**src/hw/rtl/weighted_moving_average_macros.svh**
```systemverilog
// Assertion helpers for the weighted moving average block.
`ifndef WEIGHTED_MOVING_AVERAGE_MACROS_SVH
`define WEIGHTED_MOVING_AVERAGE_MACROS_SVH
`ifndef SYNTHESIS
`define WMA_ASSERT_IMP(label, clk, rst_n, ante, cons) \
  label: assert property (@(posedge clk) disable iff (!rst_n) (ante) |-> (cons)) \
    else $error("weighted_moving_average: same-cycle check failed");
`define WMA_ASSERT_NXT(label, clk, rst_n, ante, cons) \
  label: assert property (@(posedge clk) disable iff (!rst_n) (ante) |=> (cons)) \
    else $error("weighted_moving_average: next-cycle check failed");
`else
`define WMA_ASSERT_IMP(label, clk, rst_n, ante, cons)
`define WMA_ASSERT_NXT(label, clk, rst_n, ante, cons)
`endif
`endif

```
**src/hw/rtl/wma_pkg.sv**
```systemverilog
`default_nettype none
package wma_pkg;

  localparam int SAMPLE_W = 16;
  localparam int CFG_W    = 7;
  localparam logic [CFG_W-1:0] WINDOW_LENGTH_RESET = 7'd10;

  typedef enum logic [2:0] {
    ST_IDLE,
    ST_MAC,
    ST_DRAIN,
    ST_DIV,
    ST_PUSH
  } wma_state_e;

  // Control from the sequencer to the multiply-accumulate unit.
  typedef struct packed {
    logic clear;
    logic valid;
  } mac_ctrl_t;

  // Status from the serial divider back to the sequencer.
  typedef struct packed {
    logic busy;
    logic done;
  } div_stat_t;

endpackage
`default_nettype wire

```
**src/hw/rtl/wma_if.sv**
```systemverilog
`default_nettype none
interface wma_sample_if;
  logic                                valid;
  logic                                ready;
  logic signed [wma_pkg::SAMPLE_W-1:0] sample;
  modport source (output valid, output sample, input ready);
  modport sink   (input valid, input sample, output ready);
endinterface

interface wma_average_if;
  logic                                valid;
  logic                                ready;
  logic signed [wma_pkg::SAMPLE_W-1:0] average;
  modport source (output valid, output average, input ready);
  modport sink   (input valid, input average, output ready);
endinterface

interface wma_cfg_if;
  logic                          valid;
  logic                          ready;
  logic [wma_pkg::CFG_W-1:0]     window_length;
  modport source (output valid, output window_length, input ready);
  modport sink   (input valid, input window_length, output ready);
endinterface
`default_nettype wire

```
**src/hw/rtl/wma_window_mem.sv**
```systemverilog
`default_nettype none
module wma_window_mem #(
  parameter int DEPTH = 64
) (
  input  wire logic                                       clk_i,
  input  wire logic                                       rst_ni,
  input  wire logic                                       we_i,
  input  wire logic [((DEPTH > 1) ? $clog2(DEPTH) : 1)-1:0] waddr_i,
  input  wire logic signed [wma_pkg::SAMPLE_W-1:0]        wdata_i,
  input  wire logic                                       re_i,
  input  wire logic [((DEPTH > 1) ? $clog2(DEPTH) : 1)-1:0] raddr_i,
  output logic signed [wma_pkg::SAMPLE_W-1:0]             rdata_o
);
  import wma_pkg::*;

  logic signed [SAMPLE_W-1:0] mem_q [DEPTH];
  logic [DEPTH-1:0]           valid_q;
  logic signed [SAMPLE_W-1:0] rdata_q;
  logic                       rvalid_q;

  // Entries never written read as zero, which is the cleared state.
  always_ff @(posedge clk_i) begin
    if (we_i) begin
      mem_q[waddr_i] <= wdata_i;
    end
    if (re_i) begin
      rdata_q <= mem_q[raddr_i];
    end
  end

  always_ff @(posedge clk_i or negedge rst_ni) begin
    if (!rst_ni) begin
      valid_q  <= '0;
      rvalid_q <= 1'b0;
    end else begin
      if (we_i) begin
        valid_q[waddr_i] <= 1'b1;
      end
      if (re_i) begin
        rvalid_q <= valid_q[raddr_i];
      end
    end
  end

  assign rdata_o = rvalid_q ? rdata_q : '0;

endmodule
`default_nettype wire

```
**src/hw/rtl/wma_mac.sv**
```systemverilog
`default_nettype none
module wma_mac #(
  parameter int WEIGHT_W = 7,
  parameter int DIV_W    = 12,
  parameter int ACC_W    = 28
) (
  input  wire logic                                clk_i,
  input  wire logic                                rst_ni,
  input  wire wma_pkg::mac_ctrl_t                  ctrl_i,
  input  wire logic signed [wma_pkg::SAMPLE_W-1:0] value_i,
  input  wire logic [WEIGHT_W-1:0]                 weight_i,
  output logic signed [ACC_W-1:0]                  acc_o,
  output logic [DIV_W-1:0]                         wsum_o,
  output logic                                     busy_o
);
  import wma_pkg::*;

  localparam int PROD_W = SAMPLE_W + WEIGHT_W + 1;

  logic                     pv_q;
  logic signed [PROD_W-1:0] prod_q;
  logic [WEIGHT_W-1:0]      pw_q;
  logic signed [ACC_W-1:0]  acc_q;
  logic [DIV_W-1:0]         wsum_q;

  // Product register first, then the accumulate, so only one multiplier
  // sits between registers.
  always_ff @(posedge clk_i) begin
    prod_q <= value_i * $signed({1'b0, weight_i});
    pw_q   <= weight_i;
  end

  always_ff @(posedge clk_i or negedge rst_ni) begin
    if (!rst_ni) begin
      pv_q   <= 1'b0;
      acc_q  <= '0;
      wsum_q <= '0;
    end else if (ctrl_i.clear) begin
      pv_q   <= 1'b0;
      acc_q  <= '0;
      wsum_q <= '0;
    end else begin
      pv_q <= ctrl_i.valid;
      if (pv_q) begin
        acc_q  <= acc_q + ACC_W'(prod_q);
        wsum_q <= wsum_q + DIV_W'(pw_q);
      end
    end
  end

  assign acc_o  = acc_q;
  assign wsum_o = wsum_q;
  assign busy_o = pv_q;

endmodule
`default_nettype wire

```
**src/hw/rtl/wma_divider.sv**
```systemverilog
`default_nettype none
module wma_divider #(
  parameter int DIV_W = 12,
  parameter int ACC_W = 28
) (
  input  wire logic                          clk_i,
  input  wire logic                          rst_ni,
  input  wire logic                          start_i,
  input  wire logic signed [ACC_W-1:0]       dividend_i,
  input  wire logic [DIV_W-1:0]              divisor_i,
  output wma_pkg::div_stat_t                 stat_o,
  output logic signed [wma_pkg::SAMPLE_W-1:0] quotient_o
);
  import wma_pkg::*;

  localparam int CNT_W = $clog2(ACC_W + 1);

  logic             busy_q;
  logic             done_q;
  logic [CNT_W-1:0] cnt_q;
  logic [DIV_W:0]   rem_q;
  logic [ACC_W-1:0] quo_q;
  logic [DIV_W-1:0] dsr_q;
  logic             neg_q;
  logic [DIV_W:0]   rem_sh;
  logic             ge;
  logic [SAMPLE_W-1:0] mag;

  // Restoring division on magnitudes, one quotient bit per cycle.
  assign rem_sh = {rem_q[DIV_W-1:0], quo_q[ACC_W-1]};
  assign ge     = rem_sh >= {1'b0, dsr_q};

  always_ff @(posedge clk_i) begin
    if (start_i) begin
      rem_q <= '0;
      quo_q <= dividend_i[ACC_W-1] ? ACC_W'(-dividend_i) : ACC_W'(dividend_i);
      dsr_q <= divisor_i;
      neg_q <= dividend_i[ACC_W-1];
    end else if (busy_q) begin
      rem_q <= ge ? (rem_sh - {1'b0, dsr_q}) : rem_sh;
      quo_q <= {quo_q[ACC_W-2:0], ge};
    end
  end

  always_ff @(posedge clk_i or negedge rst_ni) begin
    if (!rst_ni) begin
      busy_q <= 1'b0;
      done_q <= 1'b0;
      cnt_q  <= '0;
    end else begin
      done_q <= 1'b0;
      if (start_i) begin
        busy_q <= 1'b1;
        cnt_q  <= CNT_W'(ACC_W);
      end else if (busy_q) begin
        cnt_q <= cnt_q - CNT_W'(1);
        if (cnt_q == CNT_W'(1)) begin
          busy_q <= 1'b0;
          done_q <= 1'b1;
        end
      end
    end
  end

  // A weighted mean of 16-bit samples always fits in 16 bits.
  assign mag         = quo_q[SAMPLE_W-1:0];
  assign quotient_o  = neg_q ? $signed(-mag) : $signed(mag);
  assign stat_o.busy = busy_q;
  assign stat_o.done = done_q;

endmodule
`default_nettype wire

```
**src/hw/rtl/weighted_moving_average.sv**
```systemverilog
// Linear weighted moving average over the last N signed 16-bit samples,
// N taken from the window_length register (0 acts as 1, values above
// MAX_WINDOW act as MAX_WINDOW). Every accepted sample word yields exactly
// one average word: sum of sample times weight, weight 1 for the oldest up
// to N for the newest, divided by N(N+1)/2 and truncated toward zero. The
// window is zero after reset, so the first averages lean toward zero.
// One sample takes a shift-and-accumulate pass over the N positions, one
// at a time because of the single read and write port of the window memory
// and the one shared multiplier, then one step per bit of ACC_W in the
// bit-serial divider (ACC_W = 16 + bits of MAX_WINDOW(MAX_WINDOW+1)/2, 28 by
// default), plus the handoff states. The input is not ready during that
// time; a finished average waits in the output register, so the next
// sample can already be taken while it waits.
// No clearing pass is needed after reset.
`default_nettype none
`include "weighted_moving_average_macros.svh"
module weighted_moving_average #(
  parameter int MAX_WINDOW = 64
) (
  input wire logic     clk_i,
  input wire logic     rst_ni,
  wma_sample_if.sink   sample_i,
  wma_average_if.source average_o,
  wma_cfg_if.sink      cfg_i
);
  import wma_pkg::*;

  localparam int ADDR_W = (MAX_WINDOW > 1) ? $clog2(MAX_WINDOW) : 1;
  localparam int WEIGHT_W = $clog2(MAX_WINDOW + 1);
  localparam int DIV_W = $clog2(MAX_WINDOW * (MAX_WINDOW + 1) / 2 + 1);
  localparam int ACC_W = SAMPLE_W + DIV_W;

  wma_state_e state_q, state_d;

  logic [CFG_W-1:0]           window_length_q;
  logic signed [SAMPLE_W-1:0] sample_q;
  logic [ADDR_W-1:0]          nm1_q;
  logic [ADDR_W-1:0]          nm1_d;
  logic [ADDR_W-1:0]          idx_q;
  logic                       v1_q;
  logic                       last1_q;
  logic [ADDR_W-1:0]          idx1_q;
  logic                       out_valid_q;
  logic signed [SAMPLE_W-1:0] average_q;

  logic                       accept;
  logic                       issue;
  logic                       last;
  logic                       div_start;
  logic                       load_out;
  logic                       out_free;
  logic                       pipe_empty;
  logic signed [SAMPLE_W-1:0] rd_data;
  logic signed [SAMPLE_W-1:0] value;
  logic [WEIGHT_W-1:0]        weight;
  mac_ctrl_t                  mac_ctrl;
  logic signed [ACC_W-1:0]    acc;
  logic [DIV_W-1:0]           wsum;
  logic                       mac_busy;
  div_stat_t                  div_stat;
  logic signed [SAMPLE_W-1:0] quotient;

  // Configuration: the register is always writable.
  assign cfg_i.ready = 1'b1;

  always_ff @(posedge clk_i or negedge rst_ni) begin
    if (!rst_ni) begin
      window_length_q <= WINDOW_LENGTH_RESET;
    end else if (cfg_i.valid) begin
      window_length_q <= cfg_i.window_length;
    end
  end

  // Effective length minus one, the index of the newest position.
  always_comb begin
    if (window_length_q == '0) begin
      nm1_d = '0;
    end else if (int'(window_length_q) > MAX_WINDOW) begin
      nm1_d = ADDR_W'(MAX_WINDOW - 1);
    end else begin
      nm1_d = ADDR_W'(window_length_q - CFG_W'(1));
    end
  end

  assign accept     = sample_i.valid && sample_i.ready;
  assign last       = (idx_q == nm1_q);
  assign pipe_empty = !v1_q && !mac_busy;
  assign out_free   = !out_valid_q || average_o.ready;

  // Sequencer: next state.
  always_comb begin
    state_d = state_q;
    unique case (state_q)
      ST_IDLE:  if (accept) state_d = ST_MAC;
      ST_MAC:   if (last) state_d = ST_DRAIN;
      ST_DRAIN: if (pipe_empty) state_d = ST_DIV;
      ST_DIV:   if (div_stat.done) state_d = ST_PUSH;
      ST_PUSH:  if (out_free) state_d = ST_IDLE;
      default:  state_d = ST_IDLE;
    endcase
  end

  // Sequencer: outputs.
  always_comb begin
    sample_i.ready = 1'b0;
    issue          = 1'b0;
    div_start      = 1'b0;
    load_out       = 1'b0;
    unique case (state_q)
      ST_IDLE:  sample_i.ready = 1'b1;
      ST_MAC:   issue = 1'b1;
      ST_DRAIN: div_start = pipe_empty;
      ST_DIV:   ;
      ST_PUSH:  load_out = out_free;
      default:  ;
    endcase
  end

  always_ff @(posedge clk_i or negedge rst_ni) begin
    if (!rst_ni) begin
      state_q <= ST_IDLE;
    end else begin
      state_q <= state_d;
    end
  end

  // The pass walks the window from the oldest position up. At step i it
  // reads position i+1 and, in the following cycle, writes that word back to
  // position i, so each position is read before it is overwritten. The
  // newest position takes the new sample instead of a memory word. The
  // same word feeds the multiply-accumulate with weight i+1.
  always_ff @(posedge clk_i) begin
    if (accept) begin
      sample_q <= sample_i.sample;
      nm1_q    <= nm1_d;
    end
    if (accept) begin
      idx_q <= '0;
    end else if (issue) begin
      idx_q <= idx_q + ADDR_W'(1);
    end
    idx1_q  <= idx_q;
    last1_q <= last;
  end

  always_ff @(posedge clk_i or negedge rst_ni) begin
    if (!rst_ni) begin
      v1_q <= 1'b0;
    end else begin
      v1_q <= issue;
    end
  end

  assign value  = last1_q ? sample_q : rd_data;
  assign weight = WEIGHT_W'(idx1_q) + WEIGHT_W'(1);

  wma_window_mem #(
    .DEPTH (MAX_WINDOW)
  ) u_window_mem (
    .clk_i   (clk_i),
    .rst_ni  (rst_ni),
    .we_i    (v1_q),
    .waddr_i (idx1_q),
    .wdata_i (value),
    .re_i    (issue && !last),
    .raddr_i (idx_q + ADDR_W'(1)),
    .rdata_o (rd_data)
  );

  assign mac_ctrl.clear = accept;
  assign mac_ctrl.valid = v1_q;

  // The weight sum accumulated alongside gives the divisor N(N+1)/2.
  wma_mac #(
    .WEIGHT_W (WEIGHT_W),
    .DIV_W    (DIV_W),
    .ACC_W    (ACC_W)
  ) u_mac (
    .clk_i    (clk_i),
    .rst_ni   (rst_ni),
    .ctrl_i   (mac_ctrl),
    .value_i  (value),
    .weight_i (weight),
    .acc_o    (acc),
    .wsum_o   (wsum),
    .busy_o   (mac_busy)
  );

  wma_divider #(
    .DIV_W (DIV_W),
    .ACC_W (ACC_W)
  ) u_divider (
    .clk_i      (clk_i),
    .rst_ni     (rst_ni),
    .start_i    (div_start),
    .dividend_i (acc),
    .divisor_i  (wsum),
    .stat_o     (div_stat),
    .quotient_o (quotient)
  );

  // Output register decouples the result word from the next sample.
  always_ff @(posedge clk_i) begin
    if (load_out) begin
      average_q <= quotient;
    end
  end

  always_ff @(posedge clk_i or negedge rst_ni) begin
    if (!rst_ni) begin
      out_valid_q <= 1'b0;
    end else if (load_out) begin
      out_valid_q <= 1'b1;
    end else if (average_o.ready) begin
      out_valid_q <= 1'b0;
    end
  end

  assign average_o.valid   = out_valid_q;
  assign average_o.average = average_q;

  // Writes stay inside the active part of the window.
  `WMA_ASSERT_IMP(a_write_in_window, clk_i, rst_ni, v1_q, idx1_q <= nm1_q)
  // The divider starts only once the accumulate pipeline has drained.
  `WMA_ASSERT_IMP(a_div_after_mac, clk_i, rst_ni, div_start, !v1_q && !mac_busy)
  // No sample is taken while the divider is working.
  `WMA_ASSERT_IMP(a_busy_not_ready, clk_i, rst_ni, div_stat.busy, !sample_i.ready)
  // A completed division is pushed out in the following cycles, never lost.
  `WMA_ASSERT_NXT(a_done_to_push, clk_i, rst_ni, div_stat.done, state_q == ST_PUSH)

endmodule
`default_nettype wire

```
**src/flat_wrapper.sv**
```systemverilog
// flat-port wrapper written by rule: the top's interface ports become plain ports
module weighted_moving_average_flat import wma_pkg::*;
#(
  parameter int MAX_WINDOW = 64
)
  (clk_i, rst_ni, sample_i_valid, sample_i_sample, sample_i_ready, average_o_valid, average_o_average, average_o_ready, cfg_i_valid, cfg_i_window_length, cfg_i_ready);
  wma_sample_if sample_i_i ();
  wma_average_if average_o_i ();
  wma_cfg_if cfg_i_i ();
  input wire logic clk_i;
  input wire logic rst_ni;
  input wire logic [$bits(sample_i_i.valid)-1:0] sample_i_valid;
  input wire logic [$bits(sample_i_i.sample)-1:0] sample_i_sample;
  output wire logic [$bits(sample_i_i.ready)-1:0] sample_i_ready;
  output wire logic [$bits(average_o_i.valid)-1:0] average_o_valid;
  output wire logic [$bits(average_o_i.average)-1:0] average_o_average;
  input wire logic [$bits(average_o_i.ready)-1:0] average_o_ready;
  input wire logic [$bits(cfg_i_i.valid)-1:0] cfg_i_valid;
  input wire logic [$bits(cfg_i_i.window_length)-1:0] cfg_i_window_length;
  output wire logic [$bits(cfg_i_i.ready)-1:0] cfg_i_ready;
  assign sample_i_i.valid = sample_i_valid;
  assign sample_i_i.sample = sample_i_sample;
  assign sample_i_ready = sample_i_i.ready;
  assign average_o_valid = average_o_i.valid;
  assign average_o_average = average_o_i.average;
  assign average_o_i.ready = average_o_ready;
  assign cfg_i_i.valid = cfg_i_valid;
  assign cfg_i_i.window_length = cfg_i_window_length;
  assign cfg_i_ready = cfg_i_i.ready;
  weighted_moving_average #(.MAX_WINDOW(MAX_WINDOW)) u_core (.clk_i(clk_i), .rst_ni(rst_ni), .sample_i(sample_i_i), .average_o(average_o_i), .cfg_i(cfg_i_i));
endmodule
```
**config.mk**
```make
export PLATFORM = sky130hd
export DESIGN_NAME = weighted_moving_average_flat
export DESIGN_NICKNAME = d
export VERILOG_FILES = /design/src/hw/rtl/wma_pkg.sv /design/src/hw/rtl/wma_if.sv /design/src/hw/rtl/wma_window_mem.sv /design/src/hw/rtl/wma_mac.sv /design/src/hw/rtl/wma_divider.sv /design/src/hw/rtl/weighted_moving_average.sv /design/src/flat_wrapper.sv
export VERILOG_INCLUDE_DIRS = /design/src /design/src/hw/rtl
export SDC_FILE = /design/constraint.sdc
export NUM_CORES = 2
export LEC_CHECK = 0
export ABC_AREA = 1
export BUFFER_PORTS_ARGS = -buffer_cell sky130_fd_sc_hd__buf_2
export CORE_ASPECT_RATIO = 0.8
export CORE_MARGIN = 2
export CORE_UTILIZATION = 46
export DETAILED_ROUTE_END_ITERATION = 7
export PLACE_DENSITY_LB_ADDON = 0.15
export SYNTH_ARGS = -nofsm -noshare
export SYNTH_HDL_FRONTEND = slang
export SYNTH_SLANG_ARGS = --single-unit
```
**constraint.sdc**
```tcl
create_clock -name clk_i -period 7.84 [get_ports clk_i]
set_clock_uncertainty 0.05 [all_clocks]
set_input_delay 1.176 -clock clk_i [delete_from_list [all_inputs] [get_ports clk_i]]
set_output_delay 1.176 -clock clk_i [all_outputs]
set_load 0.02 [all_outputs]
```
==> key figures <==
Status
  • Status: completed

Finish
  • Multi-input gate area: approximately 18000 um2
  • Syn-to-layout area delta: 10.9%
  • Reg area: roughly 38000 um2
  • Filler cells: 11300
  • Antenna cells: 0
  • Nets: 5590
  • Final Instance Count excl. Fillers: 7143
  • Fraction of layout cells with a size suffix above 1: 7.32%

Placement
  • GP Congestion: 0.904
  • Post-DP HPWL: approximately 97 mm
  • Inst Count DP: 6901
  • Number of port buffers: 45

Yosys
  • Area leader, netlist: edfxtp_1
  • EDFF count, synth: 1119
  • Syn Area/Cell: 11.0 um2
  • Count leader, synth: edfxtp_1
  • Synthesized area: 58900 um2
  • Sequential share of the synthesized area: 64.3%
  • Post-Synthesis Net Count: around 5600
  • Ranking of synthesized cells by area: edfxtp_1 (57%), nor2_1 (6.5%), o21ai_0 (5.8%)
  • FFs w/ async S/R, synth: 9.62%
  • Synth Register Bits: between 1000 and 1500
  • Most frequent cells after synthesis: edfxtp_1 (1119), nor2_1 (1025), o21ai_0 (685)
  • Synth cell types: 49
  • Syn Inst Count: about 5400
  • Post-synth top area share: between 50% and 60%
  • YS warnings: 0
  • Dominant synthesized flop cell: edfxtp_1

Clock tree
  • H-tree levels: 4
  • Clock tree sinks: 1300
  • Setup repair bufs after CTS: 0
  • Total CTS buffers: 134
  • Clock Root Buffer: clkbuf_16
  • CTS clk-pin slew, worst paths: 0.06 ns
  • # hold bufs at CTS: 0
  • Max clock buf depth: 3
  • Worst skew pair latency: about 0.77 ns
  • Post-CTS sizing: 0
  • CTS tree: built

Pwr
  • Internal power: roughly 16000 uW
  • Psw: 12900 uW
  • Logic pwr share: 45.3%
  • Sw Ratio: 44.0%
  • Max IR drop VDD: 545 uV
  • Leakage Power: around 0.024 uW
  • Clock power share: 21.8%
  • Flop pwr share: 32.9%
  • P per Cell Area: 449 nW/um2

Worst setup path
  • CP Class: reg -> reg
  • Crit end category: flop
  • Worst Path Max Fanout: 22
  • Startpoint class of the critical path: flop
  • CP arrival: 6.91 ns
  • Worst EP required: roughly 8.5 ns

Die
  • Initial core utilization: roughly 46%
  • Core Footprint: between 100000 and 150000 um2
  • Ports: 47
  • Rows: 117
  • DIE AREA: 131000 um2
  • Die H: 324 um
  • Chip width: approximately 400 um

STA
  • Fmax: 159 MHz
  • Fin crit share: 80.3%
  • Final hold vios: 0
  • Tightest Pin Transition: 1.22 ns
  • Minimum clock period: 6.30 ns
  • RSZ-0062 raised after global routing: false
  • Pins Over Slew Limit: 0
  • Rel. slew slack: 18.9%
  • Setup_tns: 0 ns
  • Endpoints failing setup: 0

Route
  • DRC Markers: 0
  • Via/cell ratio: 5.65
  • Antenna viol nets, final: 0
  • Drt wl/cell: 22.6 um
  • Initial drt markers: 4425
  • Total Wirelength: 162 mm
  • Via count: 40300
  • Pre-antenna DRT Iters: 6

GRT
  • Vias in the first global route: 37700
  • GR Util All Layers: 24.8%
  • Largest net degree at the start of global routing: 185
  • Grt total ovfl: 0
  • Initial antenna violation count: 1
  • First-pass GRT wire length: 243 mm

Min path
  • Hold Path Class: in -> async

Job
  • Maxcap violations: 0
## cell usage in the layout, fill, tap and decap left out, types with 4 or more instances in the layout
cell type	synthesis	routed
clkinv_2	0	26
a21o_1	5	5
o22ai_1	6	6
a31oi_1	9	9
clkbuf_16	0	138
a21boi_0	4	4
inv_2	4	18
xor2_4	1	4
nand3b_1	5	5
ha_1	102	101
o211ai_1	234	234
edfxtp_1	1119	1119
buf_12	0	4
nor3_1	29	27
o21bai_1	4	4
clkinvlp_4	0	4
clkinv_1	3	17
buf_2	101	44
nand4_1	21	21
inv_1	416	400
inv_16	0	5
nand3_1	383	383
nor4_1	4	4
buf_4	7	108
or2_2	9	9
o21ai_1	7	7
o31ai_1	5	5
dfxtp_1	56	55
nand2_1	509	508
clkbuf_1	162	32
nor2_1	1025	1022
xnor2_1	19	18
o221ai_1	33	33
dfrtp_1	123	123
o21ai_0	685	685
xor2_1	42	42
bufinv_16	0	11
a21oi_1	93	93
fa_1	89	89
a22oi_1	15	15
## area by class of cell
cell class              instances  area share, %
clock inverters                69           1.17
flip-flops and latches       1300           58.0
well taps                    1666           3.19
repair buffers                157           1.72
multi-input cells            3355           27.9
clock buffers                 173           5.54
inverters                     423           2.45
## path summary, 6_finish.rpt
check,cells past startpoint,slack [ns],end,startpoint
max in group asynchronous,2,5.91,u_core.u_window_mem.valid_q[47]$_DFFE_PN0P_,rst_ni
max reg2reg,24,1.54,u_core.u_mac.prod_q[19]$_DFF_P_,u_core.idx1_q[0]$_DFF_P_
min,1,0.34,u_core.u_divider.cnt_q[3]$_DFFE_PN0P_,rst_ni
min reg2reg,2,0.41,u_core.u_window_mem.valid_q[7]$_DFFE_PN0P_,u_core.u_window_mem.valid_q[7]$_DFFE_PN0P_
min in group clk_i,2,0.41,u_core.u_window_mem.valid_q[7]$_DFFE_PN0P_,u_core.u_window_mem.valid_q[7]$_DFFE_PN0P_
max,24,1.54,u_core.u_mac.prod_q[19]$_DFF_P_,u_core.idx1_q[0]$_DFF_P_
## worst max-delay path, stage by stage, from the launching register on
cell,delay [ns]
dfxtp_1,0.30
buf_4,0.26
inv_1,0.14
nor2_1,0.21
inv_1,0.13
nor2_1,0.11
inv_1,0.06
nand2_1,0.42
inv_1,0.35
nand2_1,0.17
fa_1,0.46
fa_1,0.54
inv_1,0.05
fa_1,0.47
inv_1,0.05
fa_1,0.47
inv_1,0.04
ha_1,0.34
nand2_1,0.13
o21ai_0,0.28
a21oi_1,0.16
o21ai_0,0.56
nand3_1,0.24
nand3_1,0.13
nand2_1,0.05
## flip-flops by register name, indices dropped and copies added, names as in the netlist, 16 cells and up
signal,count
u_core.average_o.average,16
u_core.sample_q,16
u_core.u_divider.quo_q,28
u_core.u_mac.acc_o,28
u_core.u_mac.prod_q,24
u_core.u_window_mem.mem_q,1024
u_core.u_window_mem.rdata_q,16
u_core.u_window_mem.valid_q,64
## routing by layer
metal	global-route usage, %	routed length [um]	up-vias
met1	38.3	77000	20000
met4	6.66	3410	0
met3	3.94	11600	193
met2	36.3	69800	1419
met5	0	0	-
li1	-	-	18800
## power by group through the flow
stage,sequential (uW),clock (uW),combinational (uW)
after floorplan,9460,0,8890
after global placement,9750,0,13100
after detailed placement,9760,0,13200
after CTS,9620,6510,13300
after global routing,9690,6790,14800
final,9630,6400,13300
## metrics by stage
stage	setup slack [ns]	instance area [um2]	utilization (%)	hold WS (ns)	total power (uW)
2_1_floorplan	2.21	58900	-	0.301	18300
3_3_place_gp	1.78	60900	47.9	0.389	22900
3_5_place_dp	1.67	60900	47.9	0.394	23000
4_1_cts	1.64	65300	51.4	0.376	29400
5_1_grt	1.25	65300	51.4	0.414	31300
6_report	1.54	65300	51.4	0.344	29300
## kinds of logic after synthesis
family | after synthesis | share of synthesized area, %
flip-flops | 1300 | 64.3
AND/OR/NAND/NOR | 1990 | 13.8
multiplexers | 1 | 0.0191
buffers and inverters | 708 | 4.81
AO/OA/AOI/OAI | 1107 | 10.8
other | 1 | 0.00637
XOR/XNOR | 65 | 1.04
adder cells (fa/ha/maj) | 191 | 5.20
(Power assumes the default switching activity.)
